[src/rtl/rse_pkg.sv]
package rse_pkg;
  localparam int MemWords = 1024;
  localparam int MemAw = $clog2(MemWords);
  localparam int LineW = 12;

  typedef enum logic [3:0] {
    OP_ADD = 4'd0, OP_ADDI = 4'd1, OP_SUB = 4'd2, OP_SUBI = 4'd3, OP_SLT = 4'd4,
    OP_BEQ = 4'd5, OP_BNE = 4'd6, OP_J = 4'd7, OP_LW = 4'd8, OP_SW = 4'd9,
    OP_LA = 4'd10
  } op_t;

  localparam logic [1:0] FAULT_NONE = 2'd0;
  localparam logic [1:0] FAULT_ALIGN = 2'd1;
  localparam logic [1:0] FAULT_RANGE = 2'd2;

  typedef struct packed {
    logic [3:0]  op;
    logic [4:0]  rd;
    logic [4:0]  ra;
    logic [4:0]  rb;
    logic [31:0] imm;
    logic [11:0] tgt;
  } instr_t;
endpackage

[src/rtl/rse_front.sv]
module rse_front (
  input  logic                 clk,
  input  logic                 rst_n,
  input  logic                 in_valid,
  output logic                 in_stall,
  input  rse_pkg::instr_t      in_instr,
  output logic                 q_valid,
  input  logic                 q_pop,
  output rse_pkg::instr_t      q_instr
);
  import rse_pkg::*;

  // Two-entry queue between the accepting side and the execute side.
  instr_t     slot_r [2];
  logic       wp_r, rp_r;
  logic [1:0] cnt_r;
  logic       push;

  assign in_stall = (cnt_r == 2'd2);
  assign push = in_valid && !in_stall;
  assign q_valid = (cnt_r != 2'd0);
  assign q_instr = slot_r[rp_r];

  always_ff @(posedge clk) begin
    if (push) begin
      slot_r[wp_r] <= in_instr;
    end
    if (!rst_n) begin
      wp_r <= 1'b0;
      rp_r <= 1'b0;
      cnt_r <= 2'd0;
    end else begin
      if (push) wp_r <= ~wp_r;
      if (q_pop) rp_r <= ~rp_r;
      cnt_r <= cnt_r + {1'b0, push} - {1'b0, q_pop};
    end
  end
endmodule

[config.mk]
export PLATFORM = sky130hd
export DESIGN_NAME = rse_front
export DESIGN_NICKNAME = d
export VERILOG_FILES = /design/src/rtl/rse_pkg.sv /design/src/rtl/rse_front.sv
export SDC_FILE = /design/constraint.sdc
export NUM_CORES = 1
export LEC_CHECK = 0
export BUFFER_PORTS_ARGS = -buffer_cell sky130_fd_sc_hd__buf_4
export CAP_MARGIN = 20
export CORE_MARGIN = 4
export CORE_UTILIZATION = 40
export CTS_BUF_LIST = sky130_fd_sc_hd__clkbuf_16
export CTS_CLUSTER_SIZE = 8
export DETAILED_ROUTE_END_ITERATION = 6
export HOLD_SLACK_MARGIN = 0.12
export PLACE_DENSITY = 0.66
export REMOVE_ABC_BUFFERS = 1
export SLEW_MARGIN = 20
export SYNTH_ARGS = -nofsm -noshare
export SYNTH_HDL_FRONTEND = slang
export SYNTH_SLANG_ARGS = --single-unit
[constraint.sdc]
create_clock -name clk -period 3.4 [get_ports clk]
set_input_delay 0 -clock clk [delete_from_list [all_inputs] [get_ports clk]]
set_output_delay 0 -clock clk [all_outputs]
set_load 0.02 [all_outputs]
==> flow_summary.json <==
{
  "grt_max_degree": 46,
  "die_x_um": 121,
  "die_area_mm2": 0.0146,
  "synthTopCellsByArea": "edfxtp_1, mux2_4, buf_12",
  "overflow": 0,
  "cp-endpoint": "q_instr[13]",
  "cts_buffer_depth": 2,
  "vdd_drop_max_v": 0.000339,
  "ant_nets": 0,
  "min_path_type": "in2reg",
  "slew_violations": 0,
  "ys_ff_latch": 131,
  "leakage_nw": 2.98,
  "seqPwrFrac": 0.437,
  "cts_resized": 0,
  "clock-root-buffer": "clkbuf_16",
  "final_cell_mix": "buf_4, edfxtp_1, dlygate4sd3_1, mux2_4, clkbuf_16",
  "finalCritPeriodShare": 0.616,
  "n_antenna_cell": 0,
  "synth_top_cell_area_share": 0.745,
  "antenna_found_initial": 0,
  "gp_congestion": 0.705,
  "combPwrFrac": 0.215,
  "ys_warn_count": 0,
  "cts_inserted_buffers": 17,
  "dp_slack_ns": 1.53,
  "yosysUniqueCellTypes": 17,
  "grt_pass1_wl_um": 14800,
  "hold_path_depth": 2,
  "switchingPower_mw": 1.18,
  "grt_pass1_vias": 2997,
  "setup-tns-final_ns": 0,
  "clock_latency_ns": 0.40,
  "wl_um": 9510,
  "cp.required_ns": 3.40,
  "syn_area_mm2": 0.00508,
  "initial_core_util": 0.416,
  "cts_tree": "built",
  "powerDensity_mw_per_mm2": 658,
  "yosysSeqAreaShare": 0.765,
  "min_period_ns": 2.10,
  "holdCritStartpoint": "in_instr[5]",
  "grt_use_total": 0.135,
  "maxSlewHeadroom": 0.554,
  "vias": 2700,
  "drtIter0Drc": 88,
  "path_max_fanout": 35,
  "finalClockSkew_ns": 0.00790,
  "drtPass1Iterations": 4,
  "cp-end-kind": "output port",
  "max_freq_ghz": 0.477,
  "p_int_mw": 3.70,
  "area_growth_pct": 46.0,
  "postCtsSetupRepairBufs": 0,
  "nets": 504,
  "clk_pin_slew_worst_paths_ns": 0.05,
  "maxCapViolations": 0,
  "outcome": "finished, final reports clean",
  "portBuffers": 131,
  "ff2ff_path_depth": 4,
  "place_hpwl_um": 5990,
  "pin_count": 132,
  "reg2reg_from": "cnt_r[0]$_SDFF_PN0_",
  "die_h_um": 121,
  "final_common_cell": "buf_4",
  "worst_pin_slew_ns": 0.668,
  "htreeDepth": 4,
  "num-fill-cells": 923,
  "synth.largest_area_cell": "edfxtp_1",
  "rsz0062_at_grt": "false",
  "drc_errors": 0,
  "setup_violations": 0,
  "placement_rows": 40,
  "pwr-share-clk": 0.348,
  "viasPerCell": 4.41,
  "start_kind": "flop",
  "syn_inst": 221,
  "finalHoldViolations": 0,
  "coreArea_mm2": 0.0122,
  "avgSynthCellArea_um2": 23.0,
  "clock_sinks": 131,
  "finalWorstSetupSlack_ns": 1.30,
  "r2r_slack_ns": 1.54,
  "worst-setup-path-type": "reg2out",
  "routedWlPerCell_um": 15.5,
  "power_mw": 4.88,
  "drive_gt1_frac": 0.509,
  "utilization": 0.607,
  "arrival_ns": 2.10,
  "r2r-end": "slot_r[0][12]$_DFFE_PP_",
  "p_sw_frac": 0.242
}
per-layer routing:
layer / track usage / vias up / wire length [µm]
met5: 0 / - / 0
met4: 0.0489 / 0 / 140
met3: 0.0468 / 13 / 504
met2: 0.239 / 86 / 5050
met1: 0.150 / 1308 / 3820
li1: - / 1293 / -
cells by family (layout without fill, tap and decap cells):
| logic type | count (synthesis) | count (layout) | share of synthesized area |
|---|---|---|---|
| buffers and inverters | 10 | 233 | 0.0281 |
| and+or+nand+nor | 11 | 11 | 0.0106 |
| xor gates and xnor gates | 3 | 3 | 0.00518 |
| DFF | 131 | 131 | 0.765 |
| adders and majority gates | 2 | 2 | 0.00493 |
| muxes | 64 | 64 | 0.186 |
state kept, by name (all words and copies together) (netlist names), named ones only:
signal,cells
slot_r,126
cnt_r,2
rp_r,1
wp_r,1
synth_stat cells:
master    count
mux2_2        3
xnor2_1       2
and2_1        1
nand2_1       2
mux2_4       60
nand2b_1      2
buf_12        6
mux2i_1       1
inv_1         3
and3_1        1
or2_2         1
xor2_1        1
nor2_1        4
ha_1          2
edfxtp_1    126
dfxtp_1       5
buf_6         1
power by group through the flow:
stage,Clock (mW),Combinational [mW],Sequential (mW)
floorplan,0,0.597,2.17
global placement,0,0.996,2.15
detailed placement,0,1.00,2.16
CTS,1.75,1.07,2.13
global route,1.82,1.11,2.15
finish,1.70,1.05,2.13
stage by stage:
step                instance area [µm²]  cells  hold WS, ns
floorplan                          4940    214       0.0989
global placement                   6200    518        0.186
detailed placement                 6200    518        0.188
CTS                                7410    612        0.306
global route                       7410    612        0.313
finish                             7410    612        0.326
area by class of cell:
class | instances | area [µm²] | share of cell area
Sequential cell | 131 | 3890 | 0.525
Timing Repair Buffer | 202 | 1690 | 0.229
Multi-Input combinational cell | 80 | 1060 | 0.143
Clock buffer | 17 | 425 | 0.0574
Tap cell | 168 | 210 | 0.0284
Clock inverter | 11 | 124 | 0.0167
Inverter | 3 | 11.3 | 0.00152
what timing repair did:
action	CTS	global route
hold buffers	66	0
endpoints found under the setup margin	0	0
hold endpoints to repair	131	0
worst min-delay path by stage:
stage                         endpoint  slack, ns
6_report        slot_r[1][5]$_DFFE_PP_       0.33
5_1_grt        slot_r[0][19]$_DFFE_PP_       0.31
4_1_cts        slot_r[1][62]$_DFFE_PP_       0.31
3_5_place_dp   slot_r[1][46]$_DFFE_PP_       0.19
3_3_place_gp    slot_r[0][6]$_DFFE_PP_       0.19
2_1_floorplan   slot_r[0][0]$_DFFE_PP_        0.1
worst max-delay path, stage by stage (launching register included):
cell and delay, ns:
dfxtp_4 0.78, buf_4 0.42, mux2_4 0.34, buf_4 0.16
No activity file was read; power rests on OpenSTA's default activity.
